## config.mk

```make
export PLATFORM = sky130hd
export DESIGN_NAME = cise_ctrl
export DESIGN_NICKNAME = d
export VERILOG_FILES = /design/src/rtl/cise_pkg.sv /design/src/rtl/cise_ctrl.sv
export SDC_FILE = /design/constraint.sdc
export NUM_CORES = 1
export LEC_CHECK = 0
export ABC_AREA = 1
export BUFFER_PORTS_ARGS = -buffer_cell sky130_fd_sc_hd__buf_2
export CAP_MARGIN = 20
export CORE_AREA = 2 2 39 41
export DETAILED_ROUTE_END_ITERATION = 10
export DIE_AREA = 0 0 41 43
export PLACE_DENSITY = 0.42
export SYNTH_ARGS = -nofsm -noshare
export SYNTH_HDL_FRONTEND = slang
export SYNTH_SLANG_ARGS = --single-unit
```

## constraint.sdc

```tcl
create_clock -name clk -period 1.3 [get_ports clk]
set_input_delay 0.26 -clock clk [delete_from_list [all_inputs] [get_ports clk]]
set_output_delay 0.26 -clock clk [all_outputs]
set_load 0.1 [all_outputs]
```

## src/rtl/cise_pkg.sv

```systemverilog
// cise_pkg: shared constants, opcode codes and command/status types
// for the int32 stack execute unit; no dependencies
package cise_pkg;

  localparam int StackDepthDefault = 16;
  localparam int LocalCountDefault = 16;

  localparam logic [2:0] ST_OK     = 3'd0;
  localparam logic [2:0] ST_UNIMPL = 3'd1;
  localparam logic [2:0] ST_UNDER  = 3'd2;
  localparam logic [2:0] ST_OVER   = 3'd3;
  localparam logic [2:0] ST_DIV    = 3'd4;
  localparam logic [2:0] ST_INDEX  = 3'd5;

  localparam logic [1:0] CFG_ARG0  = 2'd0;
  localparam logic [1:0] CFG_ARG1  = 2'd1;
  localparam logic [1:0] CFG_ARG2  = 2'd2;
  localparam logic [1:0] CFG_ARGC  = 2'd3;

  localparam logic [7:0] OP_DIV    = 8'h5B;
  localparam logic [7:0] OP_DIVUN  = 8'h5C;
  localparam logic [7:0] OP_REM    = 8'h5D;
  localparam logic [7:0] OP_REMUN  = 8'h5E;

  // controller -> datapath
  typedef struct packed {
    logic latch_in;   // capture instruction, top two stack reads and local read
    logic execute;    // commit the instruction (non-divide)
    logic div_start;  // start iterative divider
    logic div_commit; // commit divider result
    logic out_load;   // load output register
  } cise_cmd_t;

  // datapath -> controller
  typedef struct packed {
    logic is_div;     // instruction needs the divider and has no error
    logic div_done;
  } cise_stat_t;

endpackage

```

## src/rtl/cise_ctrl.sv

```systemverilog
// cise_ctrl: sequencing state machine of the execute unit
// depends on cise_pkg
module cise_ctrl (
  input  logic                clk,
  input  logic                rst,
  input  logic                in_valid,
  output logic                in_ready,
  output logic                out_valid,
  input  logic                out_ready,
  input  cise_pkg::cise_stat_t stat,
  output cise_pkg::cise_cmd_t  cmd
);
  localparam logic [1:0] S_IDLE = 2'd0;
  localparam logic [1:0] S_EXEC = 2'd1;
  localparam logic [1:0] S_DIV  = 2'd2;

  logic [1:0] state, state_next;
  logic       out_valid_next;

  assign in_ready = (state == S_IDLE) && (!out_valid || out_ready);

  always_comb begin
    state_next = state;
    out_valid_next = out_valid;
    cmd = '0;
    if (out_valid && out_ready) out_valid_next = 1'b0;
    unique case (state)
      S_IDLE: begin
        if (in_valid && in_ready) begin
          cmd.latch_in = 1'b1;
          state_next = S_EXEC;
        end
      end
      S_EXEC: begin
        if (stat.is_div) begin
          cmd.div_start = 1'b1;
          state_next = S_DIV;
        end else begin
          cmd.execute = 1'b1;
          cmd.out_load = 1'b1;
          out_valid_next = 1'b1;
          state_next = S_IDLE;
        end
      end
      S_DIV: begin
        if (stat.div_done) begin
          cmd.div_commit = 1'b1;
          cmd.out_load = 1'b1;
          out_valid_next = 1'b1;
          state_next = S_IDLE;
        end
      end
      default: state_next = S_IDLE;
    endcase
  end

  always_ff @(posedge clk) begin
    if (rst) begin
      state <= S_IDLE;
      out_valid <= 1'b0;
    end else begin
      state <= state_next;
      out_valid <= out_valid_next;
    end
  end

  assert property (@(posedge clk) disable iff (rst) cmd.latch_in |=> state == S_EXEC)
    else $error("latch without exec");
  assert property (@(posedge clk) disable iff (rst) cmd.out_load |=> out_valid)
    else $error("result lost");
  assert property (@(posedge clk) disable iff (rst)
    (out_valid && !out_ready) |=> out_valid) else $error("result dropped");
endmodule

```

== Word-level counts from Yosys, hierarchy flattened ==
Index checks and enable logic that the tools add are counted.
Widths: inputs -> output; s select.

* Register bits after elaboration: 3
* Input port bits: 6
* Output and inout port bits: 7

* Eq/ne operators: 4
* Multiplexer cells: 16
* Reduce and logical (&&, ||, !) cells: 7

{| class="wikitable"
|+ Operators with widths
! cell !! count
|-
| $mux 2 || 5
|-
| $mux 1 || 8
|-
| $pmux 2 s3 || 1
|-
| $pmux 1 s2 || 2
|-
| $logic_and 1x1->1 || 3
|-
| $eq 2x1->1 const B || 1
|-
| $eq 2x2->1 const B || 1
|-
| $logic_not 2->1 || 1
|-
| $ne 2x1->1 const B || 1
|-
| $ne 2x2->1 const B || 1
|-
| $reduce_and 2->1 || 1
|-
| $logic_not 1->1 || 1
|-
| $logic_or 1x1->1 || 1
|}

== Logic depth before layout (Yosys ltp) ==
* Word-level depth: 6
* Gate-level depth with buffers: 7
* Depth with buffers taken out: 7

== Least setup slack after synthesis ==
No wires, ideal clock.

* Path kind: flip-flop to output port
* Start: reg state[1]
* End: out cmd[0] (netlist name)
* Data arrival time: 2.676 ns
* Data required time: 1.040 ns
* Setup slack: -1.636 ns
* Cell stages (with the launch flop): 7
* Path buffers: 0
* Cell sequence: dfxtp_1 > inv_1 > ha_1 > inv_1 > nor2_1 > o21ai_1 > inv_1

{| class="wikitable"
|+ RTL lines
! item !! line !! text
|-
| start, declared || cise_ctrl.sv:17 || <nowiki>logic [1:0] state, state_next;</nowiki>
|-
| start signal, assigned || cise_ctrl.sv:62 || <nowiki>state <= state_next;</nowiki>
|-
| end, declared || cise_ctrl.sv:11 || <nowiki>output cise_pkg::cise_cmd_t cmd</nowiki>
|}

==> impl_metrics.ini <==
[timing]
grt_setup_unrepaired = yes
skew_ns = 0.000143
slew_violations = 0
max_freq_mhz = 616
final-hold-violation-count = 0
worst_pin_slew_ns = 0.193
min_period_over_period_pct = 125
finalSetupViolCount = 7
min_period_ns = 1.62
setup_ws_ns = -0.323
slew_headroom_pct = 87.1

[global_route]
grtUsageTotal_pct = 7.83
grt_pass1_wl_um = 917
antenna_found_initial = 0
grt_max_degree = 5
use_met2_pct = 10.6
first_global_vias = 244
top_usage_layer = met2
use_met1_pct = 10.3
grt-ovfl-total = 0
met3_usage_pct = 6.28

[detailed_routing]
drc = 0
drt_iter0_markers = 2
vias_per_cell = 3.70
routed_wirelength_um = 606
num_vias = 292
wl_per_cell_um = 7.67
dr.pass1.iters = 3
ant_nets = 0

[placement]
dp.cells = 71
dp.final_hpwl_um = 504
portBuffers = 12
gp_congestion = 0.707
pre_cts_ws_ns = -0.255
placed_cell_area_um2 = 515

[logic_synthesis]
seq_area_frac_synth_pct = 23.5
yosysUniqueCellTypes = 16
ys_ff_latch = 3
syn_area_per_cell_um2 = 6.72
ys.warnings.count = 0
synthCells = 38
synth_nets = 47
synth_area_um2 = 255

[power]
powerDensity_nw_per_um2 = 1380
ir_drop_uv = 678
leakage_nw = 0.278

[flow_run]
maxCapViolations = 0

[floorplanning]
die_height_um = 43
std_cell_rows = 14
initial_utilization_pct = 18.4
die_area_um2 = 1760
die_w_um = 41
coreArea_um2 = 1380
pin_count = 13

[clock_tree]
cts_buffers = 3
cts-htree-levels = 1
clkSlewWorstSetupHoldPaths_ns = 0.03
cts_root_buf = clkbuf_4
cts_buffer_depth = 2
cts.sink_count = 3
cts_hold_buf = 0
cts_tree = yes
clk_latency_ns = 0.23

[cells_and_area]
diodes = 0
fin_area_um2 = 637
nNetsFinal = 73
drive_gt1_share_pct = 77.8
fin_cells = 79
syn_to_final_growth_pct = 150

[setup_path]
crit_path_start_kind = flop
worst_r2r_path_depth = 9
critPathMaxFanout = 2
crit_required_ns = 1.04
crit_type = reg -> out
crit_path_end_kind = primary output
arrival_ns = 1.36

[run_status]
run_status = finished with violations
violations = setup timing

[min_path]
hold_depth = 2
hold_class = in -> reg
-- metrics by stage --
stage               setup TNS [ns]  hold slack, ns  util [%]  total power, mW
floorplan                    -1.54           0.315         -            0.460
global placement            -0.230           0.453      37.3            0.631
detailed placement          -0.255           0.452      37.3            0.630
CTS                          -1.19           0.208      43.0            0.847
global route                 -1.55           0.218      46.0            0.931
finish                       -1.16           0.221      46.0            0.877
-- cells by family after synthesis --
group           synth area share (%)
fa+ha+maj                       14.7
compound gates                  12.3
flops                           23.5
buf+inv                         19.1
simple gates                    30.4
-- where the power goes --
part           internal, mW  switching, mW
combinational         0.250          0.349
sequential            0.107         0.0147
clock                 0.115         0.0426
-- layout by cell type (no fill, tap or decap), drive strengths merged --
cell and instances:
buf 22, inv 10, nand2 7, nor2 4, clkbuf 4, ha 3, a21oi 3, dfxtp 3
nand3 2, o21ai 1, clkinvlp 1, nor3 1, o21bai 1, or2 1
-- path summary, 6_finish.rpt --
kind / start / endpoint / slack (ns)
setup / recovery: state[0] / cmd[0] / -0.32
hold / removal: rst / out_valid / 0.22
setup reg to reg: state[1] / out_valid / -0.03
hold reg to reg: state[1] / state[1] / 0.54
-- layout make-up --
cell class | instances | area, µm²
fillers | 133 | 747
repair buffers | 22 | 244
multi-input cells | 23 | 225
flip-flops and latches | 3 | 68.8
inverters | 11 | 52.6
clock buffers | 4 | 26.3
well taps | 16 | 20.0
-- layer usage --
metal / vias up / share of wire, %
met5: - / 0
met4: 0 / 0
met3: 0 / 5.8
met2: 7 / 50
met1: 122 / 45
li1: 163 / -
-- critical path: stages, from the launching register on --
cell and delay (ns):
dfxtp_2 0.32, buf_6 0.12, ha_4 0.16, inv_4 0.05
nor2_4 0.04, o21ai_4 0.17, clkinvlp_4 0.12, buf_12 0.17
-- registers in the layout, indices dropped and copies added (netlist names) --
register / cells
state: 2
out_valid: 1
-- Yosys cell counts --
cell type  count  area, µm²
o21bai_1       1       7.51
ha_1           3       37.5
nand2_2        2       12.5
a21oi_2        1       8.76
nor3_2         1       10.0
dfxtp_1        3       60.1
nand2_1        5       18.8
o21ai_1        1       5.00
or2_4          1       8.76
a21oi_1        2       10.0
buf_4          1       7.51
inv_2          2       7.51
nand3_1        2       10.0
nor2_2         1       6.26
nor2_1         3       11.3
inv_1          9       33.8
-- timing repair --
item | in CTS | in global routing
endpoints found under the setup margin | 6 | 8
buffers inserted | 3 | 1
pin swaps | 5 | 3
gates resized for setup | 10 | 7
Power figures use the tool's default switching activity.
