==> src/rtl/cise_pkg.sv <==
// cise_pkg: shared constants, opcode codes and command/status types
// for the int32 stack execute unit; no dependencies
package cise_pkg;

  localparam int StackDepthDefault = 16;
  localparam int LocalCountDefault = 16;

  localparam logic [2:0] ST_OK     = 3'd0;
  localparam logic [2:0] ST_UNIMPL = 3'd1;
  localparam logic [2:0] ST_UNDER  = 3'd2;
  localparam logic [2:0] ST_OVER   = 3'd3;
  localparam logic [2:0] ST_DIV    = 3'd4;
  localparam logic [2:0] ST_INDEX  = 3'd5;

  localparam logic [1:0] CFG_ARG0  = 2'd0;
  localparam logic [1:0] CFG_ARG1  = 2'd1;
  localparam logic [1:0] CFG_ARG2  = 2'd2;
  localparam logic [1:0] CFG_ARGC  = 2'd3;

  localparam logic [7:0] OP_DIV    = 8'h5B;
  localparam logic [7:0] OP_DIVUN  = 8'h5C;
  localparam logic [7:0] OP_REM    = 8'h5D;
  localparam logic [7:0] OP_REMUN  = 8'h5E;

  // controller -> datapath
  typedef struct packed {
    logic latch_in;   // capture instruction, top two stack reads and local read
    logic execute;    // commit the instruction (non-divide)
    logic div_start;  // start iterative divider
    logic div_commit; // commit divider result
    logic out_load;   // load output register
  } cise_cmd_t;

  // datapath -> controller
  typedef struct packed {
    logic is_div;     // instruction needs the divider and has no error
    logic div_done;
  } cise_stat_t;

endpackage

==> src/rtl/cise_div.sv <==
// cise_div: radix-2 restoring 32-bit unsigned divider, one bit per cycle
// no dependencies
module cise_div (
  input  logic        clk,
  input  logic        rst,
  input  logic        start,
  input  logic [31:0] dividend,
  input  logic [31:0] divisor,
  output logic        done,
  output logic [31:0] quotient,
  output logic [31:0] remainder
);
  logic [5:0]  count;
  logic        busy;
  logic [31:0] dvs;
  logic [32:0] trial;
  logic [31:0] rem_shift;

  assign rem_shift = {remainder[30:0], quotient[31]};
  assign trial = {remainder, quotient[31]} - {1'b0, dvs};
  assign done = busy && (count == 6'd32);

  always_ff @(posedge clk) begin
    if (rst) begin
      busy <= 1'b0;
      count <= '0;
    end else if (start) begin
      busy <= 1'b1;
      count <= '0;
    end else if (busy) begin
      if (count == 6'd32) busy <= 1'b0;
      else count <= count + 6'd1;
    end
  end

  always_ff @(posedge clk) begin
    if (start) begin
      quotient <= dividend;
      remainder <= '0;
      dvs <= divisor;
    end else if (busy && count != 6'd32) begin
      if (!trial[32]) begin
        remainder <= trial[31:0];
        quotient <= {quotient[30:0], 1'b1};
      end else begin
        remainder <= rem_shift;
        quotient <= {quotient[30:0], 1'b0};
      end
    end
  end
endmodule

==> src/rtl/cise_dp.sv <==
// cise_dp: stack, locals, argument registers, alu and result register
// depends on cise_pkg, cise_div
module cise_dp #(
  parameter int STACK_DEPTH = cise_pkg::StackDepthDefault,
  parameter int LOCAL_COUNT = cise_pkg::LocalCountDefault
) (
  input  logic                clk,
  input  logic                rst,
  input  logic                cfg_we,
  input  logic [1:0]          cfg_index,
  input  logic [31:0]         cfg_data,
  input  logic [7:0]          mode,
  input  logic [7:0]          suffix,
  input  logic [31:0]         immediate,
  input  cise_pkg::cise_cmd_t  cmd,
  output cise_pkg::cise_stat_t stat,
  output logic [31:0]         stack_top,
  output logic [4:0]          stack_depth,
  output logic                branch_taken,
  output logic [31:0]         branch_offset,
  output logic                finished,
  output logic [2:0]          status
);
  localparam int SPW = $clog2(STACK_DEPTH + 1);
  localparam int SAW = $clog2(STACK_DEPTH);
  localparam int LAW = $clog2(LOCAL_COUNT);
  localparam logic [SPW-1:0] SP_FULL = SPW'(STACK_DEPTH);

  logic [31:0] arg0, arg1, arg2;
  logic [1:0]  argc;
  logic [31:0] stack_mem [STACK_DEPTH];
  logic [31:0] locals [LOCAL_COUNT];
  logic [LOCAL_COUNT-1:0] loc_valid;
  logic [SPW-1:0] sp;
  logic        halted;
  logic [31:0] top_reg;
  logic [31:0] rd_a, rd_b, rd_l;
  logic [7:0]  m, sfx;
  logic [31:0] imm;

  // stack and local reads, registered at accept
  logic [SPW-1:0] sp_m1, sp_m2;
  logic [7:0]     lidx_in;
  assign sp_m1 = sp - SPW'(1);
  assign sp_m2 = sp - SPW'(2);
  always_comb begin
    if (mode >= 8'h06 && mode <= 8'h09) lidx_in = mode - 8'h06;
    else lidx_in = immediate[7:0];
  end

  always_ff @(posedge clk) begin
    if (cmd.latch_in) begin
      m <= mode;
      sfx <= suffix;
      imm <= immediate;
      rd_a <= stack_mem[sp_m2[SAW-1:0]];
      rd_b <= stack_mem[sp_m1[SAW-1:0]];
      rd_l <= loc_valid[lidx_in[LAW-1:0]] ? locals[lidx_in[LAW-1:0]] : 32'd0;
    end
  end

  // decode and execute
  logic        is_div_op, bin_class, pop1_class;
  logic [2:0]  st;
  logic        fin, taken, do_push, do_pop1_write, do_unary, do_pop2, do_pop1, do_stl;
  logic [31:0] push_v, res, a, b;
  logic        cond;
  logic [7:0]  idx;
  logic [4:0]  sh;
  logic [63:0] prod;

  assign a = rd_a;
  assign b = rd_b;
  assign sh = b[4:0];
  assign prod = a * b;
  assign is_div_op = (m == cise_pkg::OP_DIV) || (m == cise_pkg::OP_DIVUN) ||
                     (m == cise_pkg::OP_REM) || (m == cise_pkg::OP_REMUN);
  assign bin_class = (m >= 8'h2E && m <= 8'h32) || (m >= 8'h58 && m <= 8'h64) ||
                     (m == 8'hFE && (sfx == 8'h01 || sfx == 8'h02 || sfx == 8'h04));

  function automatic logic slt(input logic [31:0] x, input logic [31:0] y);
    slt = $signed(x) < $signed(y);
  endfunction

  always_comb begin
    st = cise_pkg::ST_OK;
    fin = 1'b0; taken = 1'b0; do_push = 1'b0; push_v = imm;
    do_pop1_write = 1'b0; do_unary = 1'b0; do_pop2 = 1'b0; do_pop1 = 1'b0;
    do_stl = 1'b0; res = '0; cond = 1'b0; idx = imm[7:0];
    if (m == 8'h00 || m == 8'h01) begin
    end else if ((m >= 8'h02 && m <= 8'h04) || m == 8'h0E) begin
      idx = (m == 8'h0E) ? imm[7:0] : m - 8'h02;
      if (idx >= {6'd0, argc}) st = cise_pkg::ST_INDEX;
      else if (sp >= SP_FULL) st = cise_pkg::ST_OVER;
      else begin
        do_push = 1'b1;
        push_v = (idx == 8'd0) ? arg0 : (idx == 8'd1) ? arg1 : arg2;
      end
    end else if ((m >= 8'h06 && m <= 8'h09) || m == 8'h11) begin
      idx = (m == 8'h11) ? imm[7:0] : m - 8'h06;
      if ({24'd0, idx} >= LOCAL_COUNT) st = cise_pkg::ST_INDEX;
      else if (sp >= SP_FULL) st = cise_pkg::ST_OVER;
      else begin
        do_push = 1'b1;
        push_v = rd_l;
      end
    end else if ((m >= 8'h0A && m <= 8'h0D) || m == 8'h13) begin
      idx = (m == 8'h13) ? imm[7:0] : m - 8'h0A;
      if (sp == '0) st = cise_pkg::ST_UNDER;
      else if ({24'd0, idx} >= LOCAL_COUNT) st = cise_pkg::ST_INDEX;
      else begin
        do_stl = 1'b1;
        do_pop1 = 1'b1;
      end
    end else if (m >= 8'h15 && m <= 8'h1E) begin
      if (sp >= SP_FULL) st = cise_pkg::ST_OVER;
      else begin
        do_push = 1'b1;
        push_v = {{24{1'b0}}, m - 8'h16};
        push_v = {{24{push_v[7]}}, push_v[7:0]};
      end
    end else if (m == 8'h1F || m == 8'h20) begin
      if (sp >= SP_FULL) st = cise_pkg::ST_OVER;
      else do_push = 1'b1;
    end else if (m == 8'h2A) begin
      fin = 1'b1;
    end else if (m == 8'h2B || m == 8'h38) begin
      taken = 1'b1;
    end else if (m == 8'h2C || m == 8'h2D) begin
      if (sp == '0) st = cise_pkg::ST_UNDER;
      else begin
        do_pop1 = 1'b1;
        taken = ((b != 32'd0) == (m == 8'h2D));
      end
    end else if (bin_class) begin
      if (sp < SPW'(2)) st = cise_pkg::ST_UNDER;
      else if (m <= 8'h32) begin
        do_pop2 = 1'b1;
        case (m)
          8'h2E: cond = (a == b);
          8'h2F: cond = !slt(a, b);
          8'h30: cond = slt(b, a);
          8'h31: cond = !slt(b, a);
          default: cond = slt(a, b);
        endcase
        taken = cond;
      end else if (m == 8'hFE) begin
        do_pop1_write = 1'b1;
        res = {31'd0, (sfx == 8'h01) ? (a == b) : (sfx == 8'h02) ? slt(b, a) : slt(a, b)};
      end else if (is_div_op) begin
        if (b == 32'd0) st = cise_pkg::ST_DIV;
        else if ((m == cise_pkg::OP_DIV || m == cise_pkg::OP_REM) &&
                 a == 32'h8000_0000 && b == 32'hFFFF_FFFF) st = cise_pkg::ST_DIV;
      end else begin
        do_pop1_write = 1'b1;
        case (m)
          8'h58: res = a + b;
          8'h59: res = a - b;
          8'h5A: res = prod[31:0];
          8'h5F: res = a & b;
          8'h60: res = a | b;
          8'h61: res = a ^ b;
          8'h62: res = a << sh;
          8'h63: res = $unsigned($signed(a) >>> sh);
          default: res = a >> sh;
        endcase
      end
    end else if (m == 8'h65 || m == 8'h66) begin
      if (sp == '0) st = cise_pkg::ST_UNDER;
      else begin
        do_unary = 1'b1;
        res = (m == 8'h65) ? 32'd0 - b : ~b;
      end
    end else begin
      st = cise_pkg::ST_UNIMPL;
    end
  end

  assign stat.is_div = !halted && bin_class && is_div_op && sp >= SPW'(2) &&
                       st == cise_pkg::ST_OK;

  // divider on magnitudes
  logic        signed_op, div_q;
  logic [31:0] na, nb, dq, dr, div_res;
  assign signed_op = (m == cise_pkg::OP_DIV) || (m == cise_pkg::OP_REM);
  assign div_q = (m == cise_pkg::OP_DIV) || (m == cise_pkg::OP_DIVUN);
  assign na = (signed_op && a[31]) ? 32'd0 - a : a;
  assign nb = (signed_op && b[31]) ? 32'd0 - b : b;

  cise_div u_div (
    .clk(clk), .rst(rst), .start(cmd.div_start), .dividend(na), .divisor(nb),
    .done(stat.div_done), .quotient(dq), .remainder(dr)
  );

  always_comb begin
    if (div_q) div_res = (signed_op && (a[31] ^ b[31])) ? 32'd0 - dq : dq;
    else div_res = (signed_op && a[31]) ? 32'd0 - dr : dr;
  end

  // commit
  logic        commit, halt_now;
  logic [SPW-1:0] sp_next;
  logic [31:0] top_next;
  assign commit = cmd.execute && !halted;
  assign halt_now = commit && (st != cise_pkg::ST_OK || fin);

  always_comb begin
    sp_next = sp;
    top_next = top_reg;
    if (cmd.div_commit) begin
      sp_next = sp_m1;
      top_next = div_res;
    end else if (commit) begin
      if (do_push) begin
        sp_next = sp + SPW'(1);
        top_next = push_v;
      end else if (do_pop1_write) begin
        sp_next = sp_m1;
        top_next = res;
      end else if (do_unary) begin
        top_next = res;
      end else if (do_pop1) begin
        sp_next = sp_m1;
        top_next = a;
      end else if (do_pop2) begin
        sp_next = sp_m2;
        top_next = stack_mem[sp_m2[SAW-1:0] - SAW'(1)];
      end
    end
  end

  always_ff @(posedge clk) begin
    if (cmd.div_commit) stack_mem[sp_m2[SAW-1:0]] <= div_res;
    else if (commit) begin
      if (do_push) stack_mem[sp[SAW-1:0]] <= push_v;
      else if (do_pop1_write) stack_mem[sp_m2[SAW-1:0]] <= res;
      else if (do_unary) stack_mem[sp_m1[SAW-1:0]] <= res;
    end
    if (commit && do_stl) locals[idx[LAW-1:0]] <= b;
  end

  always_ff @(posedge clk) begin
    if (rst) begin
      sp <= '0;
      halted <= 1'b0;
      loc_valid <= '0;
      top_reg <= '0;
      arg0 <= '0; arg1 <= '0; arg2 <= '0; argc <= '0;
    end else begin
      sp <= sp_next;
      top_reg <= top_next;
      if (halt_now) halted <= 1'b1;
      if (commit && do_stl) loc_valid[idx[LAW-1:0]] <= 1'b1;
      if (cfg_we) begin
        unique case (cfg_index)
          cise_pkg::CFG_ARG0: arg0 <= cfg_data;
          cise_pkg::CFG_ARG1: arg1 <= cfg_data;
          cise_pkg::CFG_ARG2: arg2 <= cfg_data;
          cise_pkg::CFG_ARGC: argc <= cfg_data[1:0];
          default: ;
        endcase
      end
    end
  end

  // result register
  always_ff @(posedge clk) begin
    if (cmd.out_load) begin
      stack_top <= (sp_next == '0) ? 32'd0 : top_next;
      stack_depth <= 5'(sp_next);
      branch_taken <= commit && taken;
      branch_offset <= (commit && taken) ? imm : 32'd0;
      finished <= commit && fin;
      status <= commit ? st : cise_pkg::ST_OK;
    end
  end

  assert property (@(posedge clk) disable iff (rst) sp <= SP_FULL)
    else $error("stack pointer out of range");
  assert property (@(posedge clk) disable iff (rst) $past(halted) |-> halted)
    else $error("halt cleared");
  assert property (@(posedge clk) disable iff (rst) halted |-> sp == $past(sp))
    else $error("stack moved while halted");
endmodule

==> config.mk <==
export PLATFORM = sky130hd
export DESIGN_NAME = cise_dp
export DESIGN_NICKNAME = d
export VERILOG_FILES = /design/src/rtl/cise_pkg.sv /design/src/rtl/cise_div.sv /design/src/rtl/cise_dp.sv
export SDC_FILE = /design/constraint.sdc
export NUM_CORES = 2
export LEC_CHECK = 0
export ABC_AREA = 1
export BUFFER_PORTS_ARGS = -buffer_cell sky130_fd_sc_hd__buf_2
export CAP_MARGIN = 5
export CORE_MARGIN = 2
export CORE_UTILIZATION = 25
export CTS_CLUSTER_DIAMETER = 100
export CTS_CLUSTER_SIZE = 24
export DETAILED_ROUTE_END_ITERATION = 8
export GPL_TIMING_DRIVEN = 0
export PLACE_DENSITY = 0.48
export SYNTH_ARGS = -nofsm -noshare
export SYNTH_HDL_FRONTEND = slang
export SYNTH_SLANG_ARGS = --single-unit
==> constraint.sdc <==
create_clock -name clk -period 14.5 [get_ports clk]
set_input_delay 1.45 -clock clk [delete_from_list [all_inputs] [get_ports clk]]
set_output_delay 1.45 -clock clk [all_outputs]
set_load 0.01 [all_outputs]
## Word-level counts from Yosys, hierarchy flattened

Memories as Yosys holds them, arrays and structs flattened. A register that Yosys moved wholly into a read port is not among the register bits.
Cells that the tools add are included.

| cells by class | value |
|---|---|
| add/sub/neg operators | 17 |
| multipliers | 1 |
| magnitude comparators | 25 |
| eq/ne operators | 43 |
| shift operators | 3 |
| mux-type cells | 202 |
| bitwise gates (word level) | 8 |
| reduce and logical (&&, ||, !) cells | 64 |

Operators by type and width:

| cell | number |
|---|---|
| $mux 32 | 47 |
| $pmux 32 s8 | 1 |
| $sub 1x32->32 const A | 4 |
| $eq 8x7->1 const B | 14 |
| $mux 1 | 111 |
| $eq 8x6->1 const B | 10 |
| $eq 32x32->1 const B | 2 |
| $lt 32x32->1 | 2 |
| $reduce_or 32->1 | 2 |
| $mux 3 | 21 |
| $mux 5 | 7 |
| $sub 33x32->33 | 1 |
| $add 32x32->32 | 1 |
| $and 32x32->32 | 1 |
| $eq 32x32->1 | 1 |
| $logic_not 32->1 | 1 |
| $mul 32x32->32 | 1 |
| $not 32->32 | 1 |
| $or 32x32->32 | 1 |
| $reduce_bool 32->1 | 1 |
| $shl 32x5->32 | 1 |
| $shr 32x5->32 | 1 |
| $sshr 32x5->32 | 1 |
| $sub 32x32->32 | 1 |
| 60 further kinds | 129 |

| storage, ports and cells | value |
|---|---|
| register bits after elaboration | 377 |
| bits in writable memories | 1024 |
| bits of input ports | 90 |
| output and inout bits | 76 |
| logic and storage cells | 387 |
| memories kept | 2 |

Memories:

| name | words | bits a word | rd ports | clocked after memory_dff | wr ports | line | RTL |
|---|---|---|---|---|---|---|---|
| locals | 16 | 32 | 1 | 1 | 1 | cise_dp.sv:32 | `logic [31:0] locals [LOCAL_COUNT];` |
| stack_mem | 16 | 32 | 3 | 2 | 1 | cise_dp.sv:31 | `logic [31:0] stack_mem [STACK_DEPTH];` |

## Depth between registers and ports, before layout

| logic depth | value |
|---|---|
| word-level depth | 26 |
| mapped depth | 41 |
| gate-level depth less buffers | 38 |

## Cells and area by module

Synthesis repeated with hierarchy kept, for this count alone.

| second synthesis, totals | value |
|---|---|
| cell total of the unflattened synthesis | 12977 |
| area total of the unflattened synthesis | 103848.3 sq um |

Modules (own cells, without submodules):

| module | times used | cells each | area each (sq um) | sequential area each (sq um) |
|---|---|---|---|---|
| cise_dp | 1 | 11931 | 96652.7 | 40338.7 |
| cise_div | 1 | 1046 | 7195.7 | 2702.6 |

## Least setup slack after synthesis

OpenSTA, ideal clock, no wires.

| path | value |
|---|---|
| path kind | reg-to-reg |
| start point | register rd_b[2] (netlist: b[2]) (read register of stack_mem) |
| end point | register stack_top[26], data pin |
| setup time | 249 ps |
| arrival time | 7904 ps |
| data required time | 14251 ps |
| slack | 6347 ps |
| stages on the path, launching flop included | 35 |
| buffers on the path | 5 |
| clock period less this slack | 8153 ps |
| path through | edfxtp_1 clkbuf_1 clkbuf_1 clkbuf_1 buf_1 clkbuf_1 nand2_1 fa_1 fa_1 inv_1 fa_1 inv_1 fa_1 inv_1 fa_1 fa_1 fa_1 fa_1 ha_1 a21oi_1 inv_1 a21oi_1 o21a_1 nand3_1 or2_2 nand3_1 nand4_1 nand2_1 nand2_1 nand2_1 nand3_1 nand2_1 nand2_1 nand2_1 inv_1 |

| between the ends | value |
|---|---|
| word-level cells in the longest chain between the ends | 21 |
| elaborated cells between the ends (all ways) | 30 |
| classes of those cells | add/sub (3); mul (1); shift (3); mux (23) |

RTL lines:

| item | line | RTL |
|---|---|---|
| start: declaration | cise_dp.sv:37 | `logic [31:0] rd_a, rd_b, rd_l;` |
| $mul 32x32->32, or another cell as far along | cise_dp.sv:75 | `assign prod = a * b;` |
| $pmux 32 s8 | cise_dp.sv:156 | `case (m)` |
| $mux 32 | cise_dp.sv:150 | `end else if (is_div_op) begin` |
| $mux 32 | cise_dp.sv:147 | `end else if (m == 8'hFE) begin` |
| $mux 32 | cise_dp.sv:137 | `else if (m <= 8'h32) begin` |
| $mux 32 | cise_dp.sv:136 | `if (sp < SPW'(2)) st = cise_pkg::ST_UNDER;` |
| $mux 32 * | cise_dp.sv:135 | `end else if (bin_class) begin` |
| $mux 32 * | cise_dp.sv:129 | `end else if (m == 8'h2C \|\| m == 8'h2D) begin` |
| [... 5 more ...] | n/a |  |
| $mux 32 * | cise_dp.sv:99 | `end else if ((m >= 8'h06 && m <= 8'h09) \|\| m == 8'h11) begin` |
| $mux 32 * | cise_dp.sv:91 | `end else if ((m >= 8'h02 && m <= 8'h04) \|\| m == 8'h0E) begin` |
| $mux 32 * | cise_dp.sv:90 | `if (m == 8'h00 \|\| m == 8'h01) begin` |
| $mux 32 | cise_dp.sv:220 | `end else if (do_unary) begin` |
| $mux 32 * | cise_dp.sv:217 | `end else if (do_pop1_write) begin` |
| $mux 32 * | cise_dp.sv:214 | `if (do_push) begin` |
| $mux 32 * | cise_dp.sv:213 | `end else if (commit) begin` |
| $mux 32 * | cise_dp.sv:210 | `if (cmd.div_commit) begin` |
| end signal: assignment | cise_dp.sv:269 | `stack_top <= (sp_next == '0) ? 32'd0 : top_next;` |
| end: declaration | cise_dp.sv:17 | `output logic [31:0] stack_top,` |

Mark *: on every way between the ends. The rest lies on a longest branch, timed or not.
A chain may end at the register's enable or synchronous reset.

## Worst setup path in the final report

| path | value |
|---|---|
| start point | register rd_b[2] (netlist: b[2]) (read register of stack_mem) |
| end point | memory stack_mem[11][30], data pin |

| between the ends | value |
|---|---|
| word-level cells in the longest chain between the ends | 19 |
| elaborated cells between the ends (all ways) | 28 |
| classes of those cells | add/sub (3); mul (1); shift (3); mux (21) |

RTL lines:

| item | line | RTL |
|---|---|---|
| $mul 32x32->32, or another cell as far along | cise_dp.sv:75 |  |
| $pmux 32 s8 | cise_dp.sv:156 |  |
| $mux 32 | cise_dp.sv:150 |  |
| $mux 32 | cise_dp.sv:147 |  |
| $mux 32 | cise_dp.sv:137 |  |
| $mux 32 | cise_dp.sv:136 |  |
| $mux 32 * | cise_dp.sv:135 |  |
| $mux 32 * | cise_dp.sv:129 |  |
| [... 2 more ...] | n/a |  |
| $mux 32 * | cise_dp.sv:122 | `end else if (m == 8'h1F \|\| m == 8'h20) begin` |
| $mux 32 * | cise_dp.sv:115 | `end else if (m >= 8'h15 && m <= 8'h1E) begin` |
| $mux 32 * | cise_dp.sv:107 | `end else if ((m >= 8'h0A && m <= 8'h0D) \|\| m == 8'h13) begin` |
| $mux 32 * | cise_dp.sv:99 |  |
| $mux 32 * | cise_dp.sv:91 |  |
| $mux 32 * | cise_dp.sv:90 |  |
| $mux 32 (no line) (2 in a row) | n/a |  |
| $mux 32 (no line) * | n/a |  |
| end: declaration | cise_dp.sv:31 |  |

Marked as above.

==> results.txt <==
area grow syn2layout = 13.2%
num rows = 235
failing checks = capacitance limit, slew limit
largest net degree at the start of global routing = 81
Clock transition at path regs = 0.12 ns
Final Skew = 0.0846 ns
CTS Sinks = 1497
syn nets = 13500
Routed Antenna Nets = 0
Die ar. = 415000 µm²
number of library cell types mapped by synthesis = 71
final setup vio count = 0
worst endpoint required time = 14.76 ns
worst-margin pin slew = 1.64 ns
Async SR Flop Fraction = 0%
Hold Crit Start = arg2[6]$_SDFFE_PP0P_
Worst Setup End Kind = register
Fill cells = 44800
Die Ht = 644 µm
Synth Warn # = 0
hold_buf cts = 0
syn avg cell area = 8.09 µm²
first-pass GRT wire length = 818000 µm
Max-Cap Viols = 12
Max Buffers Root-to-Sink = 3
Post-synth EDFFs = 1306
ys flop type = edfxtp_1
largest area contributor in the netlist = edfxtp_1
CP startpoint kind = register
io pins = 166
worst relative slew slack = -9.29%
worst-case reg-to-reg path depth = 32
Initial Util = 25.1%
CP peak stage delay = 0.91 ns
total negative slack = 0 ns
Post-CTS Resized = 0
WP data arrival = 13.57 ns
postcts setup bufs = 0
GRT Util Overall = 28.6%
leading cell type in the layout, fill and taps excluded = nand2_1
Multi-input gate area = 50400 µm²
Worst path slowest cell = o21ai_0
CP max FO = 16
routed wire length = 618000 µm
Seq cells post-synth = 1497
vias in the first global route = 93200
Core ar. = 409000 µm²
first drt pass iteration count = 8
most frequent cells in the layout = nand2_1, o21ai_0, inv_1, edfxtp_1, nor2_1
port bufs = 165
Synth area leaders = edfxtp_1, nand2_1, o21ai_0, fa_1, inv_1
initial DRC count = 14900
initial antenna violation count = 64
Final nets = 13800
register area share after synthesis = 42.0%
Hold Vio Cnt, Final = 0
R2R Path Start = b[2]$_DFFE_PP_
Hold EP = arg2[6]$_SDFFE_PP0P_
total number of vias = 101000
DR vias/cell = 5.45
fmax = 0.0751 GHz
RSZ-0062 raised after global routing = false
Top cell by count, worst path = fa_1
FF/Latch Area = 43000 µm²
r2r endpoint = stack_mem[11][30]$_DFFE_PP_
drt wl/cell = 33.2 µm
worst skew pair latency = 0.83 ns
Hold WC Path Type = reg -> reg
worst reg2reg setup slack = 1.19 ns
Die Span X = 644 µm
post-synth top area share = 38.3%
layout cell share with drive strength beyond 1 = 4.92%
Inserted Clock Buffers = 80
Final Max Slew Viols = 86
status = complete, but fails checks
dpl hpwl = 485000 µm
CTS tree = done
Clock Tree Root = clkbuf_16
Min-Delay Path Depth = 2
grt ovf = 0
GP Congestion = 1.08
Netlist Area Pre-Place = 102000 µm²
Final period util = 91.8%
Max H-tree Level = 3
DRC = 0
CP Class = reg -> reg
cell count after synthesis = 12700
min Tclk post-route = 13.31 ns
## stage by stage
step	util [%]	instances	area, µm²	hold slack, ns	worst slack (ns)
2_1_floorplan	-	12700	102000	0.424	6.35
3_3_place_gp	26.9	18300	110000	0.436	0.252
3_5_place_dp	27.7	18400	113000	0.439	1.49
4_1_cts	28.3	18500	116000	0.454	1.44
5_1_grt	28.3	18600	116000	0.472	1.02
6_report	28.4	18600	116000	0.456	1.19
## cell usage after synthesis (32+ instances only)
cell,number
o211ai_1,177
nand2_1,2555
nor3_1,94
a21oi_1,763
o21ai_1,45
o21ai_0,1808
buf_2,60
dfxtp_1,191
nor2_1,1190
inv_1,1607
a31oi_1,72
mux2i_1,40
ha_1,305
nand3_1,493
buf_1,102
xor2_1,90
inv_2,32
edfxtp_1,1306
o221ai_1,94
o22ai_1,162
clkbuf_1,607
fa_1,411
nand4_1,91
## cell type report
cell class                 count  share of cell area, %
multi-input combinational   8719                   43.5
sequential                  1497                   37.1
tap                         5451                   5.88
inverter                    1653                   5.35
timing repair buffer         291                   3.18
buffer                       785                   2.68
clock buffer                 117                   1.85
clock inverter                26                  0.294
antenna                       53                  0.114
## cell families after synthesis
family	synth area share (%)
muxes	0.391
and+or+nand+nor	18.0
buffers and inverters	9.08
DFF	42.0
AOI/OAI and AO/OA	17.8
xor gates and xnor gates	1.02
adders and majority gates	11.8
## worst max-delay path, delay by kind of cell, from the launching register on
kind	cells	cell delay (ns)
fa+ha+maj	9	4.65
buf+inv	12	3.77
simple gates	5	1.73
compound gates	6	1.65
flops	1	0.81
## layer usage
metal / GRT usage, % / vias up / part of all wire (%)
li1: - / 43200 / -
met1: 37.7 / 50500 / 41
met2: 43.1 / 6301 / 43
met3: 5.95 / 1295 / 9.7
met4: 17.0 / 20 / 7.1
met5: 0.150 / - / 0.030
## worst max path at each step
stage | start | to | slack, ns
finish | b[2]$_DFFE_PP_ | stack_mem[11][30]$_DFFE_PP_ | 1.19
global route | b[2]$_DFFE_PP_ | stack_mem[11][30]$_DFFE_PP_ | 1.02
CTS | b[2]$_DFFE_PP_ | stack_mem[11][30]$_DFFE_PP_ | 1.44
detailed placement | b[2]$_DFFE_PP_ | stack_mem[11][30]$_DFFE_PP_ | 1.49
global placement | b[2]$_DFFE_PP_ | stack_mem[11][24]$_DFFE_PP_ | 0.25
floorplan | b[2]$_DFFE_PP_ | stack_top[26]$_SDFFCE_PN0P_ | 6.35
Power is left out: the tool's default activity adds up to more than one toggle a clock period on the data nets, which glitch-free logic cannot reach.
